===== src/sv/dsss_pkg.sv =====
`default_nettype none

package dsss_pkg;

    localparam int ACTION_SLOTS = 16;
    localparam int SLOT_W       = $clog2(ACTION_SLOTS);
    localparam int COUNT_W      = 5;

    localparam logic [1:0] OP_TICK    = 2'd0;
    localparam logic [1:0] OP_LOAD    = 2'd1;
    localparam logic [1:0] OP_RESTART = 2'd2;

    localparam logic [1:0] KIND_PAUSE    = 2'd0;
    localparam logic [1:0] KIND_SCROLL   = 2'd1;
    localparam logic [1:0] KIND_POSITION = 2'd2;

    localparam logic REG_REPEAT = 1'b0;
    localparam logic REG_COUNT  = 1'b1;

    typedef struct packed {
        logic [1:0]         operation;
        logic [3:0]         entry_index;
        logic [1:0]         action_kind;
        logic signed [15:0] step_or_position;
        logic [15:0]        delay_or_duration;
        logic [7:0]         step_count;
    } item_t;

    typedef struct packed {
        logic signed [15:0] scroll_offset;
        logic               offset_updated;
        logic [3:0]         current_entry;
        logic               script_active;
    } result_t;

    typedef struct packed {
        logic [1:0]  kind;
        logic [15:0] step;
        logic [15:0] delay;
        logic [7:0]  count;
    } slot_t;

    typedef struct packed {
        logic               repeat_enable;
        logic [COUNT_W-1:0] action_count;
    } cfg_t;

    typedef struct packed {
        logic              started;
        logic              running;
        logic [SLOT_W-1:0] entry;
        logic              enter;
    } plan_t;

endpackage

`default_nettype wire


===== src/sv/dsss_cfg.sv =====
`default_nettype none

module dsss_cfg import dsss_pkg::*; (
    input  wire logic        aclk,
    input  wire logic        aresetn,
    input  wire logic        psel,
    input  wire logic        penable,
    input  wire logic        pwrite,
    input  wire logic [2:0]  paddr,
    input  wire logic [31:0] pwdata,
    output logic [31:0]      prdata,
    output logic             pready,
    output cfg_t             cfg
);

    logic               repeat_reg;
    logic [COUNT_W-1:0] count_reg;
    logic               wr_en;

    assign pready = 1'b1;
    assign wr_en  = psel && penable && pwrite && pready;

    always_ff @(posedge aclk) begin
        if (!aresetn) begin
            repeat_reg <= 1'b0;
            count_reg  <= '0;
        end else if (wr_en) begin
            unique case (paddr[2])
                REG_REPEAT: repeat_reg <= pwdata[0];
                REG_COUNT:  count_reg  <= pwdata[COUNT_W-1:0];
                default: ;
            endcase
        end
    end

    always_comb begin
        unique case (paddr[2])
            REG_REPEAT: prdata = {31'd0, repeat_reg};
            REG_COUNT:  prdata = {{(32-COUNT_W){1'b0}}, count_reg};
            default:    prdata = '0;
        endcase
    end

    assign cfg.repeat_enable = repeat_reg;
    assign cfg.action_count  = count_reg;

endmodule

`default_nettype wire


===== src/sv/display_scroll_script_sequencer.sv =====
// Display scroll script sequencer.
// Script entries are loaded through the input channel (load words) and are
// played back by tick words, each of which advances a millisecond time base
// by one and runs one pass of the script: pauses, timed scroll moves and
// absolute position settings. A restart word stops the script so that it
// begins again at entry 0 on the next tick.
// The input channel (s_) and the result channel (m_) use valid/ready; every
// input word gives exactly one result word carrying the offset, the update
// flag, the current entry and the active flag.
// A word's script table entry is read into the slot register when the word is
// accepted, and the pass is evaluated and registered into the result register
// when the word commits. One word is accepted per cycle for as long as the
// result side keeps up; the table read address is taken from the state that
// the word ahead is producing, so consecutive ticks never wait.
// When the receiver stalls, one result waits in the output register and one
// word waits in the evaluation stage; after that s_ready drops.
// Reset clears the script state, time base, offset and both registers of the
// APB port; the script table holds no defined contents until it is loaded.
`default_nettype none

module display_scroll_script_sequencer import dsss_pkg::*; (
    input  wire logic        aclk,
    input  wire logic        aresetn,
    input  wire logic        psel,
    input  wire logic        penable,
    input  wire logic        pwrite,
    input  wire logic [2:0]  paddr,
    input  wire logic [31:0] pwdata,
    output logic [31:0]      prdata,
    output logic             pready,
    input  wire logic        s_valid,
    output logic             s_ready,
    input  wire item_t       s_data,
    output logic             m_valid,
    input  wire logic        m_ready,
    output result_t          m_data
);

    cfg_t cfg;

    dsss_cfg u_cfg (
        .aclk    (aclk),
        .aresetn (aresetn),
        .psel    (psel),
        .penable (penable),
        .pwrite  (pwrite),
        .paddr   (paddr),
        .pwdata  (pwdata),
        .prdata  (prdata),
        .pready  (pready),
        .cfg     (cfg)
    );

    function automatic plan_t plan_pass(
        input logic               started,
        input logic               running,
        input logic               pending,
        input logic [SLOT_W-1:0]  entry,
        input logic [COUNT_W-1:0] used,
        input logic               rpt
    );
        plan_t             p;
        logic [SLOT_W:0]   nx;
        p.started = started;
        p.running = running;
        p.entry   = entry;
        p.enter   = 1'b0;
        nx        = {1'b0, entry} + (SLOT_W+1)'(1);
        if (!started && used != '0) begin
            p.started = 1'b1;
            p.running = 1'b1;
            p.entry   = '0;
            p.enter   = 1'b1;
        end else if (pending && running) begin
            if (COUNT_W'(nx) >= used) begin
                if (rpt && used != '0) begin
                    p.entry = '0;
                    p.enter = 1'b1;
                end else begin
                    p.running = 1'b0;
                end
            end else begin
                p.entry = nx[SLOT_W-1:0];
                p.enter = 1'b1;
            end
        end
        return p;
    endfunction

    slot_t mem [ACTION_SLOTS];

    logic               started_reg, started_next;
    logic               running_reg, running_next;
    logic               pending_reg, pending_next;
    logic [SLOT_W-1:0]  entry_reg, entry_next;
    logic [31:0]        time_reg, time_next;
    logic [31:0]        mark_reg, mark_next;
    logic [31:0]        move_reg, move_next;
    logic [7:0]         moves_reg, moves_next;
    logic [15:0]        pos_reg, pos_next;

    logic               p1_valid_reg;
    logic [1:0]         p1_op_reg;
    slot_t              slot_reg;
    logic               res_valid_reg;
    result_t            res_reg;

    logic               p1_commit;
    logic               accept;
    logic               upd;
    logic [COUNT_W-1:0] used_n;
    logic [31:0]        tick_time;
    logic [31:0]        delay_ext;
    plan_t              pl;
    plan_t              pl_rd;
    logic [SLOT_W-1:0]  rd_addr;

    assign used_n = (cfg.action_count > COUNT_W'(ACTION_SLOTS)) ?
                    COUNT_W'(ACTION_SLOTS) : cfg.action_count;

    assign p1_commit = p1_valid_reg && (!res_valid_reg || m_ready);
    assign s_ready   = !p1_valid_reg || p1_commit;
    assign accept    = s_valid && s_ready;

    assign tick_time = time_reg + 32'd1;
    assign delay_ext = {16'd0, slot_reg.delay};
    assign pl = plan_pass(started_reg, running_reg, pending_reg, entry_reg, used_n,
                          cfg.repeat_enable);

    always_comb begin
        started_next = started_reg;
        running_next = running_reg;
        pending_next = pending_reg;
        entry_next   = entry_reg;
        time_next    = time_reg;
        mark_next    = mark_reg;
        move_next    = move_reg;
        moves_next   = moves_reg;
        pos_next     = pos_reg;
        upd          = 1'b0;
        if (p1_commit) begin
            case (p1_op_reg)
                OP_TICK: begin
                    time_next    = tick_time;
                    started_next = pl.started;
                    running_next = pl.running;
                    entry_next   = pl.entry;
                    pending_next = 1'b0;
                    if (pl.enter) begin
                        case (slot_reg.kind)
                            KIND_SCROLL: begin
                                mark_next  = tick_time;
                                move_next  = tick_time + delay_ext;
                                moves_next = '0;
                            end
                            KIND_POSITION: ;
                            default: mark_next = tick_time + delay_ext;
                        endcase
                    end
                    if (pl.running) begin
                        case (slot_reg.kind)
                            KIND_SCROLL: begin
                                if (tick_time >= move_next) begin
                                    moves_next = moves_next + 8'd1;
                                    pos_next   = pos_reg + slot_reg.step;
                                    upd        = 1'b1;
                                    if (slot_reg.count != '0 && moves_next == slot_reg.count) begin
                                        pending_next = 1'b1;
                                    end
                                    move_next = move_next + delay_ext;
                                end
                            end
                            KIND_POSITION: begin
                                pos_next     = slot_reg.step;
                                upd          = 1'b1;
                                pending_next = 1'b1;
                            end
                            default: begin
                                if (tick_time >= mark_next) begin
                                    pending_next = 1'b1;
                                end
                            end
                        endcase
                    end
                end
                OP_RESTART: begin
                    started_next = 1'b0;
                    running_next = 1'b0;
                    pending_next = 1'b0;
                end
                default: ;
            endcase
        end
    end

    // The next word reads the entry that the state left by the word ahead selects.
    assign pl_rd = plan_pass(started_next, running_next, pending_next, entry_next, used_n,
                             cfg.repeat_enable);
    assign rd_addr = pl_rd.entry;

    always_ff @(posedge aclk) begin
        if (accept && s_data.operation == OP_LOAD) begin
            mem[s_data.entry_index[SLOT_W-1:0]] <= '{kind:  s_data.action_kind,
                                                     step:  s_data.step_or_position,
                                                     delay: s_data.delay_or_duration,
                                                     count: s_data.step_count};
        end
        if (accept) begin
            slot_reg  <= mem[rd_addr];
            p1_op_reg <= s_data.operation;
        end
    end

    always_ff @(posedge aclk) begin
        if (!aresetn) begin
            started_reg <= 1'b0;
            running_reg <= 1'b0;
            pending_reg <= 1'b0;
            entry_reg   <= '0;
            time_reg    <= '0;
            mark_reg    <= '0;
            move_reg    <= '0;
            moves_reg   <= '0;
            pos_reg     <= '0;
        end else begin
            started_reg <= started_next;
            running_reg <= running_next;
            pending_reg <= pending_next;
            entry_reg   <= entry_next;
            time_reg    <= time_next;
            mark_reg    <= mark_next;
            move_reg    <= move_next;
            moves_reg   <= moves_next;
            pos_reg     <= pos_next;
        end
    end

    always_ff @(posedge aclk) begin
        if (!aresetn) begin
            p1_valid_reg  <= 1'b0;
            res_valid_reg <= 1'b0;
        end else begin
            if (accept) begin
                p1_valid_reg <= 1'b1;
            end else if (p1_commit) begin
                p1_valid_reg <= 1'b0;
            end
            if (p1_commit) begin
                res_valid_reg <= 1'b1;
            end else if (m_ready) begin
                res_valid_reg <= 1'b0;
            end
        end
    end

    always_ff @(posedge aclk) begin
        if (p1_commit) begin
            res_reg.scroll_offset  <= pos_next;
            res_reg.offset_updated <= upd;
            res_reg.current_entry  <= entry_next;
            res_reg.script_active  <= running_next;
        end
    end

    assign m_valid = res_valid_reg;
    assign m_data  = res_reg;

    // A running script has always been started.
    a_running_started: assert property (@(posedge aclk) disable iff (!aresetn)
        running_reg |-> started_reg)
        else $error("script running without having started");

    // An advance is only ever left pending by a running action.
    a_pending_running: assert property (@(posedge aclk) disable iff (!aresetn)
        pending_reg |-> running_reg)
        else $error("advance pending while the script is stopped");

    // Only tick words may move or set the offset.
    a_update_tick_only: assert property (@(posedge aclk) disable iff (!aresetn)
        p1_commit && p1_op_reg != OP_TICK |=> !m_data.offset_updated)
        else $error("offset update reported for a non-tick word");

    // Each committed tick advances the time base by exactly one millisecond.
    a_time_step: assert property (@(posedge aclk) disable iff (!aresetn)
        p1_commit && p1_op_reg == OP_TICK |=> time_reg == $past(time_reg) + 32'd1)
        else $error("time base did not advance by one on a tick");

endmodule

`default_nettype wire


===== config.mk =====
export PLATFORM = sky130hd
export DESIGN_NAME = display_scroll_script_sequencer
export DESIGN_NICKNAME = d
export VERILOG_FILES = /design/src/sv/dsss_pkg.sv /design/src/sv/dsss_cfg.sv /design/src/sv/display_scroll_script_sequencer.sv
export SDC_FILE = /design/constraint.sdc
export NUM_CORES = 1
export LEC_CHECK = 0
export BUFFER_PORTS_ARGS = -buffer_cell sky130_fd_sc_hd__buf_4
export CORE_ASPECT_RATIO = 1.4
export CORE_MARGIN = 2
export CORE_UTILIZATION = 56
export CTS_CLUSTER_SIZE = 25
export DETAILED_ROUTE_END_ITERATION = 8
export GPL_ROUTABILITY_DRIVEN = 0
export PLACE_DENSITY_LB_ADDON = 0.25
export SLEW_MARGIN = 10
export SYNTH_ARGS = -nofsm -noshare
export SYNTH_HDL_FRONTEND = slang
export SYNTH_SLANG_ARGS = --single-unit
export TNS_END_PERCENT = 30

===== constraint.sdc =====
create_clock -name aclk -period 8.5 [get_ports aclk]
set_input_delay 1.7 -clock aclk [delete_from_list [all_inputs] [get_ports aclk]]
set_output_delay 1.7 -clock aclk [all_outputs]
set_load 0.05 [all_outputs]

# After elaboration in Yosys (flattened, before gate mapping)
# Memory sizes are Yosys's and may differ from the RTL's. A register that Yosys moved wholly into a read port is not among the register bits.
# Index checks and enable logic that the tools add are counted.
dict set report op_classes {
  n_addsub 7
  order_cmp 5
  eq_ne 5
  n_mux 57
  bitwise_logic 1
  n_reduce_logical 26
}
# op count
set ops {}
lappend ops {{2-to-1 mux 32 bit} 10}
lappend ops {{one-hot mux 32 bit (2 select lines)} 2}
lappend ops {{adder 32 x 16 -> 32 bit} 2}
lappend ops {{>= comparator 32 bit} 2}
lappend ops {{2-to-1 mux 16 bit} 4}
lappend ops {{2-to-1 mux 8 bit} 7}
lappend ops {{2-to-1 mux 5 bit} 7}
lappend ops {{adder 32 x 1 -> 32 bit (second input constant)} 1}
lappend ops {{one-hot mux 16 bit (2 select lines)} 1}
lappend ops {{2-to-1 mux 1 bit} 17}
lappend ops {{adder 16 bit} 1}
lappend ops {{2-to-1 mux 6 bit} 2}
lappend ops {{logical AND 1 bit} 11}
lappend ops {{adder 4 x 1 -> 5 bit (second input constant)} 2}
lappend ops {{>= comparator 5 bit} 2}
lappend ops {{one-hot mux 1 bit (2 select lines)} 5}
lappend ops {{adder 8 x 1 -> 8 bit (second input constant)} 1}
lappend ops {{equality test 8 bit} 1}
lappend ops {{2-to-1 mux 4 bit} 2}
lappend ops {{AND reduction 2 bit} 4}
lappend ops {{nonzero test 8 bit} 1}
lappend ops {{greater-than comparator 5 bit (second input constant)} 1}
lappend ops {{nonzero test 5 bit} 1}
lappend ops {{equality test 2 x 1 -> 1 bit (second input constant)} 2}
lappend ops {{other kinds (6)} 12}
dict set report word_totals {
  regBits 159
  mem_bits_rw 672
  input_bits 90
  output_inout_bits 57
  n_memories 1
}
# name depth width read_ports rd_ports_with_merged_regs wr line_no
set mem_list {}
lappend mem_list {mem 16 42 1 1 1 display_scroll_script_sequencer.sv:90} ;# slot_t mem [ACTION_SLOTS];

# Depth between registers and ports, before layout
# Gate-level depths: netlist of the first run.
dict set report logic_depth {
  word_depth 23
  mapped_depth 35
}

# By module
# From an unflattened synthesis of the first run, not the netlist that was laid out.
dict set report hier_totals {
  hier_cells 3345
  hier_area_um2 40543.9
}
# module instances cells_per_inst area_per_inst_um2 seq_area_each_um2
set modules_own_cells {}
lappend modules_own_cells {display_scroll_script_sequencer 1 3283 40020.9 24743.7}
lappend modules_own_cells {dsss_cfg 1 62 523.0 120.1}

# Least setup slack after synthesis of the first run
# OpenSTA, ideal clock, no wires.
dict set report synth_timing {
  path_type {in2reg}
  start {in m_ready}
  end {mem mem[0][0] in the netlist's numbering, enable pin}
  setup_ns 0.494
  arrival_ns 7.565
  required_ns 8.006
  path_slack_ns 0.441
  stages 5
  n_path_buf 0
  cell_sequence {nor2b_1 -> a21oi_1 -> nand3b_1 -> or3_1 -> nor3_1}
}
dict set report synth_via {
  elab_chain_len 7
}
# item line_no
set synth_lines {}
lappend synth_lines {{from (decl)} display_scroll_script_sequencer.sv:35} ;# input wire logic m_ready,
lappend synth_lines {{logical OR 1 bit} display_scroll_script_sequencer.sv:121} ;# assign p1_commit = p1_valid_reg && (!res_valid_reg || m_ready);
lappend synth_lines {{logical AND 1 bit} display_scroll_script_sequencer.sv:121}
lappend synth_lines {{logical OR 1 bit} display_scroll_script_sequencer.sv:122} ;# assign s_ready = !p1_valid_reg || p1_commit;
lappend synth_lines {{logical AND 1 bit} display_scroll_script_sequencer.sv:123} ;# assign accept = s_valid && s_ready;
lappend synth_lines {{net accept} display_scroll_script_sequencer.sv:109} ;# logic accept;
lappend synth_lines {{logical AND 1 bit} display_scroll_script_sequencer.sv:202} ;# if (accept && s_data.operation == OP_LOAD) begin
lappend synth_lines {{2-to-1 mux 1 bit} display_scroll_script_sequencer.sv:202}
lappend synth_lines {{2-to-1 mux 1 bit (implied by the code)} display_scroll_script_sequencer.sv:203} ;# mem[s_data.entry_index[SLOT_W-1:0]] <= '{kind: s_data.action_kind,
lappend synth_lines {{to (decl)} display_scroll_script_sequencer.sv:90}
# The timed path passes the listed nets, and every way through them passes these cells.

# Worst setup path in the final report of the first run
dict set report layout_timing {
  start {reg time_reg[0]}
  end {reg, netlist name slot_reg[5]}
}
dict set report layout_via {
  elab_chain_len 15
  elab_cells_between_ends 21
}
# item line_no
set layout_lines {}
lappend layout_lines {{from (decl)} display_scroll_script_sequencer.sv:96} ;# logic [31:0] time_reg, time_next;
lappend layout_lines {{from (signal assigned)} display_scroll_script_sequencer.sv:230} ;# time_reg <= time_next;
lappend layout_lines {{adder 32 x 1 -> 32 bit (*)} display_scroll_script_sequencer.sv:125} ;# assign tick_time = time_reg + 32'd1;
lappend layout_lines {{net tick_time[14]} display_scroll_script_sequencer.sv:112} ;# logic [31:0] tick_time;
lappend layout_lines {{adder 32 x 16 -> 32 bit} {display_scroll_script_sequencer.sv:153, display_scroll_script_sequencer.sv:157}}
lappend layout_lines {{one-hot mux 32 bit (2 select lines) or 2-to-1 mux 32 bit (tied branches)} display_scroll_script_sequencer.sv:150} ;# case (slot_reg.kind)
lappend layout_lines {{2-to-1 mux 32 bit} display_scroll_script_sequencer.sv:149} ;# if (pl.enter) begin
lappend layout_lines {{2-to-1 mux 32 bit} display_scroll_script_sequencer.sv:142} ;# case (p1_op_reg)
lappend layout_lines {{2-to-1 mux 32 bit} display_scroll_script_sequencer.sv:141} ;# if (p1_commit) begin
lappend layout_lines {{>= comparator 32 bit, on equally long branches} {display_scroll_script_sequencer.sv:179, display_scroll_script_sequencer.sv:163}}
lappend layout_lines {{2-to-1 mux 1 bit, on equally long branches} {display_scroll_script_sequencer.sv:179, display_scroll_script_sequencer.sv:163}}
lappend layout_lines {{one-hot mux 1 bit (2 select lines) (*)} display_scroll_script_sequencer.sv:161} ;# case (slot_reg.kind)
lappend layout_lines {{2-to-1 mux 1 bit (*)} display_scroll_script_sequencer.sv:160} ;# if (pl.running) begin
lappend layout_lines {{one-hot mux 1 bit (2 select lines) (*)} display_scroll_script_sequencer.sv:142}
lappend layout_lines {{2-to-1 mux 1 bit (*)} display_scroll_script_sequencer.sv:141}
lappend layout_lines {{logical AND 1 bit (*)} display_scroll_script_sequencer.sv:74} ;# end else if (pending && running) begin
lappend layout_lines {{2-to-1 mux 5 bit (*)} display_scroll_script_sequencer.sv:74}
lappend layout_lines {{2-to-1 mux 5 bit (*)} display_scroll_script_sequencer.sv:69} ;# if (!started && used != '0) begin
# Mark *: on every way through the listed nets, which the timed path passes. The rest lies on a longest branch. The select of a mux whose other input is x is not followed.
# A chain may end at the register's enable or synchronous reset.

==> results of run 1 <==
[through the flow]
| stage | util (%) | TNS [ns] | setup slack (ns) | power [mW] |
|---|---|---|---|---|
| floorplan | - | 0 | 0.441 | 5.01 |
| global placement | 61.0 | 0 | 0.0359 | 5.15 |
| detailed placement | 61.0 | -0.0269 | -0.0269 | 5.16 |
| CTS | 64.8 | 0 | 0.0649 | 8.82 |
| global route | 65.1 | -0.198 | -0.0368 | 9.01 |
| finish | 65.1 | 0 | 0.311 | 8.78 |
[routing by layer]
| metal | share of wire (%) | vias to the layer above | global-route usage [%] |
|---|---|---|---|
| li1 | - | 13400 | - |
| met1 | 38 | 13900 | 33.0 |
| met2 | 51 | 1072 | 48.5 |
| met3 | 6.8 | 261 | 3.96 |
| met4 | 3.9 | 4 | 13.4 |
| met5 | 0.033 | - | 0 |
[worst register-to-register path: cells and delay by family, from the launching register on]
kind	cells	cell delay [ns]
multiplexers	1	0.20
AND/OR/NAND/NOR	13	2.38
adder cells (fa/ha/maj)	3	0.91
flip-flops	1	0.41
buffers and inverters	9	1.78
AO/OA/AOI/OAI	11	1.77
XOR/XNOR	2	0.43
[timing repair]
action,CTS,global route
resized for setup,3,27
gates cloned,0,2
setup buffers,0,8
pin swaps,0,5
endpoints found under the setup margin,9,42
hold buffers,0,0
[synthesized netlist by cell type (9+ instances only)]
library cell	number	share of area [%]
edfxtp_1	738	55
nand2_1	533	4.9
nor2_1	326	3.0
nand3_1	226	2.8
a21oi_1	179	2.2
mux2i_1	139	3.4
dfxtp_1	135	6.7
clkbuf_1	133	1.2
ha_1	127	3.9
o21ai_0	85	1.0
xnor2_1	77	1.7
a22oi_1	75	1.4
inv_1	72	0.67
o211ai_1	60	1.1
a32oi_1	47	1.0
nor3_1	46	0.57
a211oi_1	45	0.83
xor2_1	39	0.84
buf_4	37	0.68
and2_1	32	0.49
a21o_1	30	0.55
buf_2	30	0.37
and3_1	27	0.42
nand4_1	27	0.42
nand2b_1	19	0.29
o21a_1	18	0.33
or3_1	18	0.28
o31ai_1	17	0.31
nor2b_1	14	0.22
a311oi_1	10	0.22
a221o_1	9	0.22
nor4_1	9	0.14
[layout make-up]
| cell class | instances | area [um^2] | share of cell area, % |
|---|---|---|---|
| diodes | 3 | 7.51 | 0.0161 |
| clock buffers | 107 | 2230 | 4.79 |
| inverters | 74 | 279 | 0.599 |
| repair buffers | 297 | 2690 | 5.77 |
| clock inverters | 47 | 459 | 0.985 |
| well taps | 944 | 1180 | 2.53 |
| flip-flops and latches | 873 | 24900 | 53.3 |
| multi-input cells | 2398 | 14900 | 32.0 |
[worst paths after layout]
path                     from           to  slack (ns)  cells past startpoint
setup / recovery  time_reg[0]  slot_reg[5]        0.31                     39
hold / removal    move_reg[2]  move_reg[2]        0.45                      2
setup reg to reg  time_reg[0]  slot_reg[5]        0.31                     39
hold reg to reg   move_reg[2]  move_reg[2]        0.45                      2
[logic make-up after synthesis]
kind of cell             Yosys count  synth area share, %
XOR/XNOR                         116                 2.50
AO/OA/AOI/OAI                    661                 11.0
flip-flops                       873                 61.3
multiplexers                     143                 3.54
adder cells (fa/ha/maj)          130                 4.06
buffers and inverters            283                 3.16
AND/OR/NAND/NOR                 1320                 14.4
other                              2               0.0185
[power by group]
group	switching, mW	internal (mW)	leakage, nW
Sequential	0.0215	4.68	7.77
Combinational	0.268	0.109	8.41
Clock	1.60	2.11	1.31
==> run metrics, run 1 <==
status finished, final reports clean; crit path DAT 8.53 ns; critical path type reg2reg; CTS root buf clkbuf_16; CP Capture Type register; GRT Util Overall 27.5%; pin count of the biggest net entering global routing 90; dpl hpwl 64.8 mm; CP max stage delay 0.41 ns; Sink Count 873; Final nets 3948; Largest register FFs 672; initial detailed-routing violation count 2560; Reg clk slew, reported paths 0.06 ns; Worst-Margin Slew 1.11 ns; H-Tree Depth 3; Synth Cell Area 40600 um^2; DRC 0; final hold vios 0; final wirelength 103 mm; Pwr Density 188 nW/um^2; post-route clock period utilization 96.3%; TritonCTS Buffers 84; Worst Path Required 8.84 ns; Seq cells post-synth 873; Core Region 71600 um^2; setup violators final 0; slowest CP cell dfxtp_1; Post-DRT Antenna Nets 0; commonest non-fill, non-tap cell in the layout edfxtp_1; CP startpoint kind register; EDFF count, synth 738; Post-Layout Cell Count 4743; Yosys warnings 0; starting density of the core 56.7%; Mapped Cells 3528; Fin Hold WS 0.451 ns; post-route cell area 46600 um^2; Worst slew margin 25.0%; Area growth, synth to finish 14.8%; most used cell, CP buf_4; layout cells sized above 1 13.3%; synth unique cells 83; vias in the first global route 28100; ys flop type edfxtp_1; clock skew 0.0385 ns; total grt overflow 0; CP delay by family, top simple AND/OR/NAND/NOR gates; max-slew violations 0; maximum clock path buffer count 3; Initial DRT Pass Iterations 7; fillers 5307; Min-Delay Path Class reg2reg; Vias per Instance 6.04; asr flop ratio synth 0%; Die Y-Extent 323 um; leakage 17.5 nW; worst-path fanout max 18; most frequent cells in the layout edfxtp_1 (738), nand2_1 (532), nor2_1 (309); Clock Latency Late Sink 0.66 ns; placed cell areas 43700 um^2; Worst IR Drop VDD 188 uV; Bufs and invs on worst path 9; first-pass GRT wire length 157 mm; initial antenna violation count 4; Min Clock Period, post-route 8.19 ns; Post-Syn Area per Cell 11.5 um^2; via count 28600; Max Clock Freq 122 MHz; CTS tree yes; Die Wd 232 um; placed insts 4576; maxcap violations 0; Die ar. 74700 um^2; Cell Rows 116; Port-buffer cells 89; register area share after synthesis 61.3%; IO Pins 147; Routed WL per cell 21.7 um
No activity file was read; power rests on OpenSTA's default activity.
==> run 2: changes to the inputs <==
--- a/config.mk
+++ b/config.mk
@@ -8,7 +8,8 @@
 export BUFFER_PORTS_ARGS = -buffer_cell sky130_fd_sc_hd__buf_4
 export CORE_ASPECT_RATIO = 1.4
 export CORE_MARGIN = 2
-export CORE_UTILIZATION = 56
+export CORE_UTILIZATION = 61
+export CTS_BUF_LIST = sky130_fd_sc_hd__clkbuf_4 sky130_fd_sc_hd__clkbuf_8
 export CTS_CLUSTER_SIZE = 25
 export DETAILED_ROUTE_END_ITERATION = 8
 export GPL_ROUTABILITY_DRIVEN = 0
==> constraint.sdc (replaced) <==
create_clock -name aclk -period 8.1 [get_ports aclk]
set_input_delay 1.62 -clock aclk [delete_from_list [all_inputs] [get_ports aclk]]
set_output_delay 1.62 -clock aclk [all_outputs]
set_load 0.02 [all_outputs]
==> run 2 against run 1 <==
  * Non-clock buffer count up 13
  * Final cell count is 0.19% lower
  * Global-route usage increased by 2.8 points
  * Critical path depth fell by 2
  * First-iteration DRC count up 14%
  * Wire length grew 1.1%
  * Clock-buffer cell count rose by 68
  * Die area is 8.1% lower
  * Sequential cell count unchanged
  * Sequential power increased by 4.9%
  * Largest cell class unchanged
  * Utilization up 5.6 points
  * Power grew 0.62%
==> run metrics, run 2 (synthesized netlist as in run 1, its figures left out) <==
status finished, final reports clean; H-Tree Depth 4 (+1); dpl hpwl 67.2 mm (+3.7%); commonest non-fill, non-tap cell in the layout edfxtp_1; Die Wd 222 um (-4.1%); slowest CP cell or3_4; Die ar. 68600 um^2 (-8.1%); starting density of the core 61.8% (+5.1 points); Core Region 65700 um^2 (-8.2%); Reg clk slew, reported paths 0.06 ns (about the same); setup violators final 0 (unchanged); Final nets 4010 (+1.6%); DRC 0 (unchanged); final hold vios 0 (unchanged); total grt overflow 0 (unchanged); final worst setup slack 0.286 ns (-0.0250 ns); TritonCTS Buffers 133 (+58%); critical path type reg2reg; IO Pins 147 (unchanged); most used cell, CP buf_4; Post-DRT Antenna Nets 0 (unchanged); CP startpoint kind register; Largest register FFs 672 (unchanged); leakage 17.6 nW (+0.48%); pre-CTS WS 0.0177 ns (+0.0446 ns); Min-Delay Path Class reg2reg; setup tns final 0 ns (unchanged); Port-buffer cells 89 (unchanged); Fin Hold WS 0.453 ns (+0.00232 ns); fillers 4422 (-17%); maximum clock path buffer count 3 (unchanged); initial detailed-routing violation count 2914 (+14%); Min Clock Period, post-route 7.81 ns (-0.375 ns); worst-path fanout max 28 (+10); final wirelength 104 mm (+1.1%); Vias per Instance 6.24 (+3.4%); CTS tree yes; Bufs and invs on worst path 9 (unchanged); crit path DAT 8.39 ns (-0.14 ns); Max Clock Freq 128 MHz (+4.8%); CTS root buf clkbuf_8; CP delay by family, top simple AND/OR/NAND/NOR gates; clock skew 0.0341 ns (-0.00445 ns); Area growth, synth to finish 14.4%; GRT Util Overall 30.3% (+2.8 points); Routed WL per cell 22.0 um (+1.3%); layout cells sized above 1 15.4% (+2.2 points); Worst slew margin 25.5% (+0.49 points); max-slew violations 0 (unchanged); Worst-Margin Slew 1.12 ns (+0.00436 ns); post-route clock period utilization 96.5% (+0.13 points); Sink Count 873 (unchanged); Worst IR Drop VDD 192 uV (+1.7%); Pwr Density 190 nW/um^2 (+0.97%); Worst Path Required 8.67 ns (-0.17 ns); via count 29500 (+3.2%); Initial DRT Pass Iterations 7 (unchanged); pin count of the biggest net entering global routing 92 (+2.2%); FF-to-FF path depth 37 (-5.1%); most frequent cells in the layout edfxtp_1 (738), nand2_1 (532), nor2_1 (307); Clock Latency Late Sink 0.81 ns (+0.15 ns); Levels on crit path 37 (-5.1%); Cell Rows 111 (-4.3%); CP max stage delay 0.44 ns (+0.03 ns); first-pass GRT wire length 159 mm (+1.6%); CP Capture Type register; vias in the first global route 29600 (+5.5%); maxcap violations 0 (unchanged); Worst Hold Path Cells 2 (unchanged); initial antenna violation count 6 (+2); Die Y-Extent 309 um (-4.1%)
==> run 2: cell count changes in the layout (fill, tap and decap cells not counted), sizes merged <==
cell and delta:
bufbuf +1, buf +15, clkinv +4, inv +5, clkbuf +65, clkinvlp -1
diode +4, bufinv -5
==> run 2: final cells by class <==
class	instances	area (um^2)	area share (%)
Timing Repair Buffer	310	2790	6.02
Clock inverter	50	363	0.781
Tap cell	847	1060	2.28
Antenna cell	7	17.5	0.0377
Inverter	74	279	0.601
Sequential cell	873	24900	53.5
Multi-Input combinational cell	2398	14900	32.0
Clock buffer	175	2180	4.70
==> run 2: worst paths after layout <==
| kind | slack, ns | startpoint | end |
|---|---|---|---|
| worst max-delay path | 0.29 | time_reg[0] | slot_reg[34] |
| worst max register to register | 0.29 | time_reg[0] | slot_reg[34] |
| worst min-delay path | 0.45 | move_reg[9] | move_reg[9] |
| worst min register to register | 0.45 | move_reg[9] | move_reg[9] |
==> run 2: routing by layer <==
layer	vias to the layer above	part of all wire, %	GRT usage (%)	wire [um]
li1	13500	-	-	-
met1	14300	36	35.4	38000
met2	1378	51	52.7	52800
met3	376	7.4	5.35	7690
met4	2	5.5	17.7	5770
met5	-	0.0096	0	10
==> run 2: what timing repair did <==
action                     CTS  global route
hold buffers                 0             0
pin swaps                    1             8
gates resized for setup      2            24
cloned                       1             0
setup buffers                1             5
setup endpoints to repair    7            48
==> run 2: worst min-delay path, cell delays in order (launching register included) <==
cell     delay [ns]
dfxtp_1        0.31
nand2_1        0.05
a21oi_1        0.05
==> run 2: report_power, final <==
| group | switching [mW] | internal, mW |
|---|---|---|
| combinational | 0.248 | 0.114 |
| sequential | 0.0228 | 4.91 |
| clock | 1.68 | 1.86 |
==> run 2: stage by stage <==
stage | instance area (um^2) | std cells | util (%) | total power, mW
after global placement | 43700 | 4495 | 66.5 | 5.36
after CTS | 46300 | 4722 | 70.5 | 8.88
after global routing | 46400 | 4730 | 70.7 | 9.09
final | 46400 | 4734 | 70.7 | 8.84
after floorplan | 40700 | 3554 | - | 5.22
after detailed placement | 43700 | 4495 | 66.5 | 5.38
